[config.mk]
export PLATFORM = sky130hd
export DESIGN_NAME = base64_stream_decoder
export DESIGN_NICKNAME = d
export VERILOG_FILES = /design/src/sv/b64sd_pkg.sv /design/src/sv/base64_stream_decoder.sv
export VERILOG_INCLUDE_DIRS = /design/src /design/src/sv
export SDC_FILE = /design/constraint.sdc
export NUM_CORES = 1
export LEC_CHECK = 0
export BUFFER_PORTS_ARGS = -buffer_cell sky130_fd_sc_hd__buf_2
export CAP_MARGIN = 20
export CORE_MARGIN = 3
export CORE_UTILIZATION = 50
export DETAILED_ROUTE_END_ITERATION = 10
export PLACE_DENSITY = 0.7
export SLEW_MARGIN = 20
export SYNTH_ARGS = -nofsm -noshare
export SYNTH_HDL_FRONTEND = slang
export SYNTH_SLANG_ARGS = --single-unit
[constraint.sdc]
create_clock -name clk_i -period 4.2 [get_ports clk_i]
set_input_delay 0.42 -clock clk_i [delete_from_list [all_inputs] [get_ports clk_i]]
set_output_delay 0.42 -clock clk_i [all_outputs]
set_load 0.01 [all_outputs]
[src/sv/base64_stream_decoder_assert.svh]
// assertion macros for the base64 stream decoder
`ifndef BASE64_STREAM_DECODER_ASSERT_SVH
`define BASE64_STREAM_DECODER_ASSERT_SVH

// check a property on every clock edge outside reset
`define B64SD_ASSERT(name, clk, rst_n, prop) \
  name: assert property (@(posedge clk) disable iff (!rst_n) prop) \
    else $error("base64 stream decoder check failed");

// check a property on every clock edge, reset included
`define B64SD_ASSERT_ALWAYS(name, clk, prop) \
  name: assert property (@(posedge clk) prop) \
    else $error("base64 stream decoder check failed");

`endif

[src/sv/b64sd_pkg.sv]
// package for the base64 stream decoder: widths, character codes and alphabet lookup
package b64sd_pkg;

  localparam int unsigned CharW  = 8;
  localparam int unsigned SextW  = 6;
  localparam int unsigned AccW   = 12;
  localparam int unsigned HeldW  = 4;
  localparam int unsigned CountW = 20;
  localparam int unsigned TdataW = 32;

  localparam logic [CountW-1:0] MaxBytesReset = 20'hFFFFF;

  localparam logic [CharW-1:0] ChPad   = 8'h3D;
  localparam logic [CharW-1:0] ChPlus  = 8'h2B;
  localparam logic [CharW-1:0] ChSlash = 8'h2F;
  localparam logic [CharW-1:0] ChUpA   = 8'h41;
  localparam logic [CharW-1:0] ChUpZ   = 8'h5A;
  localparam logic [CharW-1:0] ChLoA   = 8'h61;
  localparam logic [CharW-1:0] ChLoZ   = 8'h7A;
  localparam logic [CharW-1:0] ChDig0  = 8'h30;
  localparam logic [CharW-1:0] ChDig9  = 8'h39;

  typedef struct packed {
    logic             ok;
    logic [SextW-1:0] value;
  } sextet_t;

  // whitespace and all other foreign characters come back as not ok
  function automatic sextet_t sextet_of(input logic [CharW-1:0] c);
    sextet_t r;
    r.ok    = 1'b1;
    r.value = '0;
    if (c >= ChUpA && c <= ChUpZ) begin
      r.value = SextW'(c - ChUpA);
    end else if (c >= ChLoA && c <= ChLoZ) begin
      r.value = SextW'(c - ChLoA + 8'd26);
    end else if (c >= ChDig0 && c <= ChDig9) begin
      r.value = SextW'(c - ChDig0 + 8'd52);
    end else if (c == ChPlus) begin
      r.value = 6'd62;
    end else if (c == ChSlash) begin
      r.value = 6'd63;
    end else begin
      r.ok = 1'b0;
    end
    return r;
  endfunction

endpackage

[src/sv/base64_stream_decoder.sv]
// base64 stream decoder top level: character input, byte and done result output
//
// Decodes one base64 text character per cycle while results are not held back
// by m_axis_tready. A character enters the input register, is decoded
// against the running stream state, and the result, if any, moves into the
// output register; a new character can be taken every cycle unless a result
// waits on m_axis_tready, so the sustained rate is one character per clock,
// set by the single decode step between the two registers. Characters outside
// the alphabet (whitespace included) give no result; a '=' stops decoding
// until the character marked with tlast, which always gives a done result
// carrying the byte count (zero after overflow) and clears the stream state.
// The limit register may be written only while no request is in flight.
module base64_stream_decoder (
  input  logic                              clk_i,
  input  logic                              rst_ni,
  input  logic                              cfg_wr_en_i,
  input  logic [b64sd_pkg::CountW-1:0]      cfg_wr_data_i,
  input  logic                              s_axis_tvalid,
  output logic                              s_axis_tready,
  // text_char
  input  logic [b64sd_pkg::CharW-1:0]       s_axis_tdata,
  input  logic                              s_axis_tlast,
  output logic                              m_axis_tvalid,
  input  logic                              m_axis_tready,
  // out_byte [7:0], byte_count [27:8], overflow [28], zero [31:29]
  output logic [b64sd_pkg::TdataW-1:0]      m_axis_tdata,
  // byte_valid
  output logic                              m_axis_tuser,
  output logic                              m_axis_tlast
);

  localparam int unsigned CharW  = b64sd_pkg::CharW;
  localparam int unsigned AccW   = b64sd_pkg::AccW;
  localparam int unsigned HeldW  = b64sd_pkg::HeldW;
  localparam int unsigned CountW = b64sd_pkg::CountW;

  logic [CountW-1:0] max_bytes_q;

  logic              in_valid_q;
  logic [CharW-1:0]  in_char_q;
  logic              in_last_q;

  logic [AccW-1:0]   acc_q, acc_d;
  logic [HeldW-1:0]  held_q, held_d;
  logic [CountW-1:0] emitted_q, emitted_d;
  logic              pad_q, pad_d;
  logic              ovf_q, ovf_d;

  logic              out_valid_q;
  logic [7:0]        out_byte_q, out_byte_d;
  logic              out_bvalid_q, out_bvalid_d;
  logic              out_done_q;
  logic [CountW-1:0] out_count_q, out_count_d;
  logic              out_ovf_q, out_ovf_d;

  b64sd_pkg::sextet_t sext;
  logic [AccW-1:0]    acc_shift;
  logic [HeldW-1:0]   held_add;
  logic               active;
  logic               emit_try;
  logic               produce;
  logic               advance;

  // decode step
  always_comb begin
    sext         = b64sd_pkg::sextet_of(in_char_q);
    active       = !pad_q && !ovf_q;
    acc_shift    = {acc_q[AccW-7:0], sext.value};
    held_add     = held_q + HeldW'(6);
    acc_d        = acc_q;
    held_d       = held_q;
    emitted_d    = emitted_q;
    pad_d        = pad_q;
    ovf_d        = ovf_q;
    out_byte_d   = '0;
    out_bvalid_d = 1'b0;
    emit_try     = 1'b0;
    if (active) begin
      if (in_char_q == b64sd_pkg::ChPad) begin
        pad_d = 1'b1;
      end else if (sext.ok) begin
        acc_d    = acc_shift;
        emit_try = (held_add >= HeldW'(8));
        held_d   = emit_try ? held_add - HeldW'(8) : held_add;
        if (emit_try) begin
          if (emitted_q < max_bytes_q) begin
            out_byte_d   = 8'(acc_shift >> held_d);
            out_bvalid_d = 1'b1;
            emitted_d    = emitted_q + CountW'(1);
          end else begin
            ovf_d = 1'b1;
          end
        end
      end
    end
    out_count_d = (in_last_q && !ovf_d) ? emitted_d : '0;
    out_ovf_d   = in_last_q && ovf_d;
    produce     = out_bvalid_d || in_last_q;
  end

  assign advance       = in_valid_q && (!produce || !out_valid_q || m_axis_tready);
  assign s_axis_tready = !in_valid_q || advance;

  always_ff @(posedge clk_i or negedge rst_ni) begin
    if (!rst_ni) begin
      max_bytes_q <= b64sd_pkg::MaxBytesReset;
    end else if (cfg_wr_en_i) begin
      max_bytes_q <= cfg_wr_data_i;
    end
  end

  // input register
  always_ff @(posedge clk_i or negedge rst_ni) begin
    if (!rst_ni) begin
      in_valid_q <= 1'b0;
    end else if (s_axis_tready) begin
      in_valid_q <= s_axis_tvalid;
    end
  end

  always_ff @(posedge clk_i) begin
    if (s_axis_tready && s_axis_tvalid) begin
      in_char_q <= s_axis_tdata;
      in_last_q <= s_axis_tlast;
    end
  end

  // stream state
  always_ff @(posedge clk_i or negedge rst_ni) begin
    if (!rst_ni) begin
      acc_q     <= '0;
      held_q    <= '0;
      emitted_q <= '0;
      pad_q     <= 1'b0;
      ovf_q     <= 1'b0;
    end else if (advance) begin
      if (in_last_q) begin
        acc_q     <= '0;
        held_q    <= '0;
        emitted_q <= '0;
        pad_q     <= 1'b0;
        ovf_q     <= 1'b0;
      end else begin
        acc_q     <= acc_d;
        held_q    <= held_d;
        emitted_q <= emitted_d;
        pad_q     <= pad_d;
        ovf_q     <= ovf_d;
      end
    end
  end

  // result register
  always_ff @(posedge clk_i or negedge rst_ni) begin
    if (!rst_ni) begin
      out_valid_q <= 1'b0;
    end else if (advance && produce) begin
      out_valid_q <= 1'b1;
    end else if (m_axis_tready) begin
      out_valid_q <= 1'b0;
    end
  end

  always_ff @(posedge clk_i) begin
    if (advance && produce) begin
      out_byte_q   <= out_byte_d;
      out_bvalid_q <= out_bvalid_d;
      out_done_q   <= in_last_q;
      out_count_q  <= out_count_d;
      out_ovf_q    <= out_ovf_d;
    end
  end

  assign m_axis_tvalid = out_valid_q;
  assign m_axis_tdata  = {3'b000, out_ovf_q, out_count_q, out_byte_q};
  assign m_axis_tuser  = out_bvalid_q;
  assign m_axis_tlast  = out_done_q;

`include "base64_stream_decoder_assert.svh"

  // held bits only ever take even values no greater than six
  `B64SD_ASSERT(a_held_even, clk_i, rst_ni, held_q[0] == 1'b0 && held_q <= HeldW'(6))
  // a last character leaves a cleared stream behind
  `B64SD_ASSERT(a_last_clears, clk_i, rst_ni,
    advance && in_last_q |=> acc_q == '0 && held_q == '0 && emitted_q == '0 && !pad_q && !ovf_q)
  // no byte is emitted once overflow or padding has been seen
  `B64SD_ASSERT(a_no_byte_after_stop, clk_i, rst_ni,
    advance && (pad_q || ovf_q) |-> !out_bvalid_d)

endmodule
==> results.sh <==
export IMPL_status="complete, no violations"
export IMPL_cp_max_fo=8
export IMPL_cts_resized=0
export IMPL_grt_pass1_wl_microns=22000
export IMPL_vias=4437
export IMPL_cp_top_family="compound AO/OA/AOI/OAI gates"
export IMPL_period_minus_slack_ps=3720
export IMPL_n_antenna_cell=0
export IMPL_critPathMaxStageDelay_ps=660
export IMPL_cts_sinks=93
export IMPL_final_max_slew_viol_count=0
export IMPL_clock_skew_ps=10.3
export IMPL_routedWlPerCell_microns=17.7
export IMPL_worst_setup_path_end_kind="register"
export IMPL_setup_viol=0
export IMPL_cts_path_max_buffers=2
export IMPL_postPlaceCellArea_sq_um=5900
export IMPL_core_sq_um=10500
export IMPL_synth_area_sq_um=5470
export IMPL_first_global_vias=4273
export IMPL_htreeDepth=3
export IMPL_ir_drop_v=0.000176
export IMPL_via_per_inst=5.99
export IMPL_cts_setup_buffers=0
export IMPL_die_x_microns=111
export IMPL_crit_chain="inv_1 > ha_1 > nor2b_1 > o21ai_0 > o211ai_1 > a2111oi_2 > nand3_2 > or4_1 > a21oi_1"
export IMPL_place_gp_congestion=0.934
export IMPL_p_leak_nw=2.63
export IMPL_numCtsBuffers=9
export IMPL_insertion_delay_ps=360
export IMPL_cp_start_kind="register"
export IMPL_fp_row_count=37
export IMPL_synth_edf_count=40
export IMPL_port_buffers=66
export IMPL_syn_area_per_cell_sq_um=10.1
export IMPL_clkTransAtPathRegs_ps=90
export IMPL_fin_crit_sh_pct=88.6
export IMPL_synth_cell_types=74
export IMPL_r2r_cells=9
export IMPL_crit_type="reg -> reg"
export IMPL_multiInputGateArea_sq_um=2660
export IMPL_die_height_microns=111
export IMPL_worst_pin_slew_ps=758
export IMPL_synth_flop_cell="edfxtp_1"
export IMPL_grt_max_degree=40
export IMPL_antenna_found_initial=0
export IMPL_pin_count=70
export IMPL_start_util_pct=52.3
export IMPL_drive_gt1_share_pct=20.3
export IMPL_final_common_cell="buf_2"
export IMPL_cts_tree="yes"
export IMPL_route_detailed_drc=0
export IMPL_ys_seq_area_share_pct=46.7
export IMPL_ys_warnings_count=0
export IMPL_cp_buffers_inverters=1
export IMPL_r2r_end="out_count_q[9]$_SDFFCE_PN0P_"
export IMPL_drv_cap=0
export IMPL_postSynthCellCount=541
export IMPL_async_flop_share_pct=57.0
export IMPL_critPathSlowestCell="a2111oi_2"
export IMPL_cts_root_buf="clkbuf_8"
export IMPL_seqCellArea_sq_um=2550
export IMPL_slew_headroom_pct=49.4
export IMPL_cts_hold_buffers=0
export IMPL_p_total_mw=2.20
export IMPL_grtUsageTotal_pct=22.0
export IMPL_dr_pass1_iters=5
export IMPL_p_per_area_nw_per_um2=361
export IMPL_layout_nets=664
export IMPL_fin_area_sq_um=6080
export IMPL_synth_seq_cells=93
export IMPL_min_path_type="in -> async"
export IMPL_drt_total_wl_microns=13100
export IMPL_cp_data_arrival_time_ps=3930
export IMPL_gr_total_overflow=0
export IMPL_reg2reg_slack_ps=480
export IMPL_fin_setup_tns_ps=0
export IMPL_drtIter0Drc=426
export IMPL_crit_required_ps=4410
export IMPL_dieArea_sq_um=12200
export IMPL_rsz0062_at_grt="no"
export IMPL_area_delta_synth_final_pct=11.3
export IMPL_hpwlAfterDp_microns=9850
export IMPL_timing_rr_start="in_char_q[1]$_DFFE_PP_"
export IMPL_final_hold_viol_count=0
export IMPL_fmax_mhz=269
export IMPL_fillers=920
export IMPL_antenna_left=0
export IMPL_final_cell_mix="buf_2, nand2_1, o21ai_0, edfxtp_1, inv_1"
-- worst register-to-register path, cell delays in order (launching register included) --
cell,delay [ps]
edfxtp_1,520
inv_1,150
ha_1,270
nor2b_1,150
o21ai_0,450
o211ai_1,410
a2111oi_2,660
nand3_2,270
or4_1,560
a21oi_1,150
-- layer usage --
layer / GRT usage, % / share of wire [%]
met1: 32.8 / 48
met3: 3.78 / 6.9
met4: 7.47 / 1.5
met5: 0 / 0
met2: 32.4 / 44
-- cell families after synthesis --
group | after synthesis | synth area share [%]
flops | 93 | 46.7
other cells | 1 | 0.0686
buf+inv | 64 | 4.85
xor+xnor | 15 | 2.40
mux | 9 | 2.42
compound gates | 154 | 20.2
fa+ha+maj | 30 | 6.86
simple gates | 175 | 16.5
-- sequential cells by signal, summed over array words and instances, names as in the netlist --
register / count
m_axis_tlast: 1
out_byte_q: 8
max_bytes_q: 20
out_ovf_q: 1
ovf_q: 1
m_axis_tuser: 1
in_valid_q: 1
pad_q: 1
held_q: 3
in_char_q: 8
in_last_q: 1
out_count_q: 20
m_axis_tvalid: 1
emitted_q: 20
acc_q: 6
-- cells in the mapped netlist (4+ instances only) --
| master | number | area [sq um] |
|---|---|---|
| a221o_1 | 6 | 60.1 |
| and3_1 | 8 | 50.1 |
| inv_1 | 34 | 128 |
| dfstp_2 | 20 | 526 |
| xnor2_1 | 8 | 70.1 |
| nor2b_1 | 9 | 56.3 |
| edfxtp_1 | 40 | 1200 |
| a31oi_1 | 8 | 50.1 |
| o21ai_0 | 41 | 205 |
| mux2_2 | 4 | 45.0 |
| or3_1 | 7 | 43.8 |
| and2_1 | 9 | 56.3 |
| nand2_1 | 51 | 191 |
| a41oi_1 | 4 | 35.0 |
| a211oi_1 | 5 | 37.5 |
| a21oi_1 | 20 | 100 |
| or4_1 | 6 | 45.0 |
| a22o_1 | 7 | 61.3 |
| xor2_1 | 7 | 61.3 |
| a21o_1 | 8 | 60.1 |
| buf_4 | 4 | 30.0 |
| nor2_1 | 28 | 105 |
| nor3_1 | 10 | 50.1 |
| ha_1 | 30 | 375 |
| clkbuf_1 | 21 | 78.8 |
| nand4_1 | 8 | 50.1 |
| nor4_1 | 6 | 37.5 |
| o31ai_1 | 8 | 60.1 |
| dfrtp_1 | 33 | 826 |
| o41ai_1 | 5 | 43.8 |
| nand3_1 | 19 | 95.1 |
-- worst max-delay path by stage --
stage,start,to,cells past startpoint
after floorplan,in_char_q[2]$_DFFE_PP_,m_axis_tlast$_DFFE_PP_,10
after global placement,in_char_q[0]$_DFFE_PP_,in_char_q[3]$_DFFE_PP_,9
after detailed placement,in_char_q[0]$_DFFE_PP_,out_count_q[9]$_SDFFCE_PN0P_,9
after CTS,in_char_q[0]$_DFFE_PP_,out_count_q[9]$_SDFFCE_PN0P_,9
after global routing,in_char_q[0]$_DFFE_PP_,out_count_q[9]$_SDFFCE_PN0P_,9
final,in_char_q[1]$_DFFE_PP_,out_count_q[9]$_SDFFCE_PN0P_,9
-- where the power goes --
group	internal (mW)	switching, mW
clock	0.252	0.316
sequential	1.05	0.0818
combinational	0.199	0.297
-- through the flow --
| stage | instances | utilization, % | hold slack, ps | setup WS [ps] |
|---|---|---|---|---|
| floorplan | 543 | - | 124 | 640 |
| global placement | 724 | 56.4 | 482 | 611 |
| detailed placement | 725 | 56.4 | 486 | 566 |
| CTS | 741 | 58.2 | 88.5 | 542 |
| global route | 741 | 58.2 | 111 | 179 |
| finish | 741 | 58.2 | 84.2 | 480 |
-- layout make-up --
class,count,share of cell area [%]
Clock buffer,13,2.63
Clock inverter,3,0.329
Inverter,36,2.22
Multi-Input combinational cell,386,43.7
Sequential cell,93,41.9
Tap cell,136,2.80
Timing Repair Buffer,74,6.37
No activity file was read; power rests on OpenSTA's default activity.
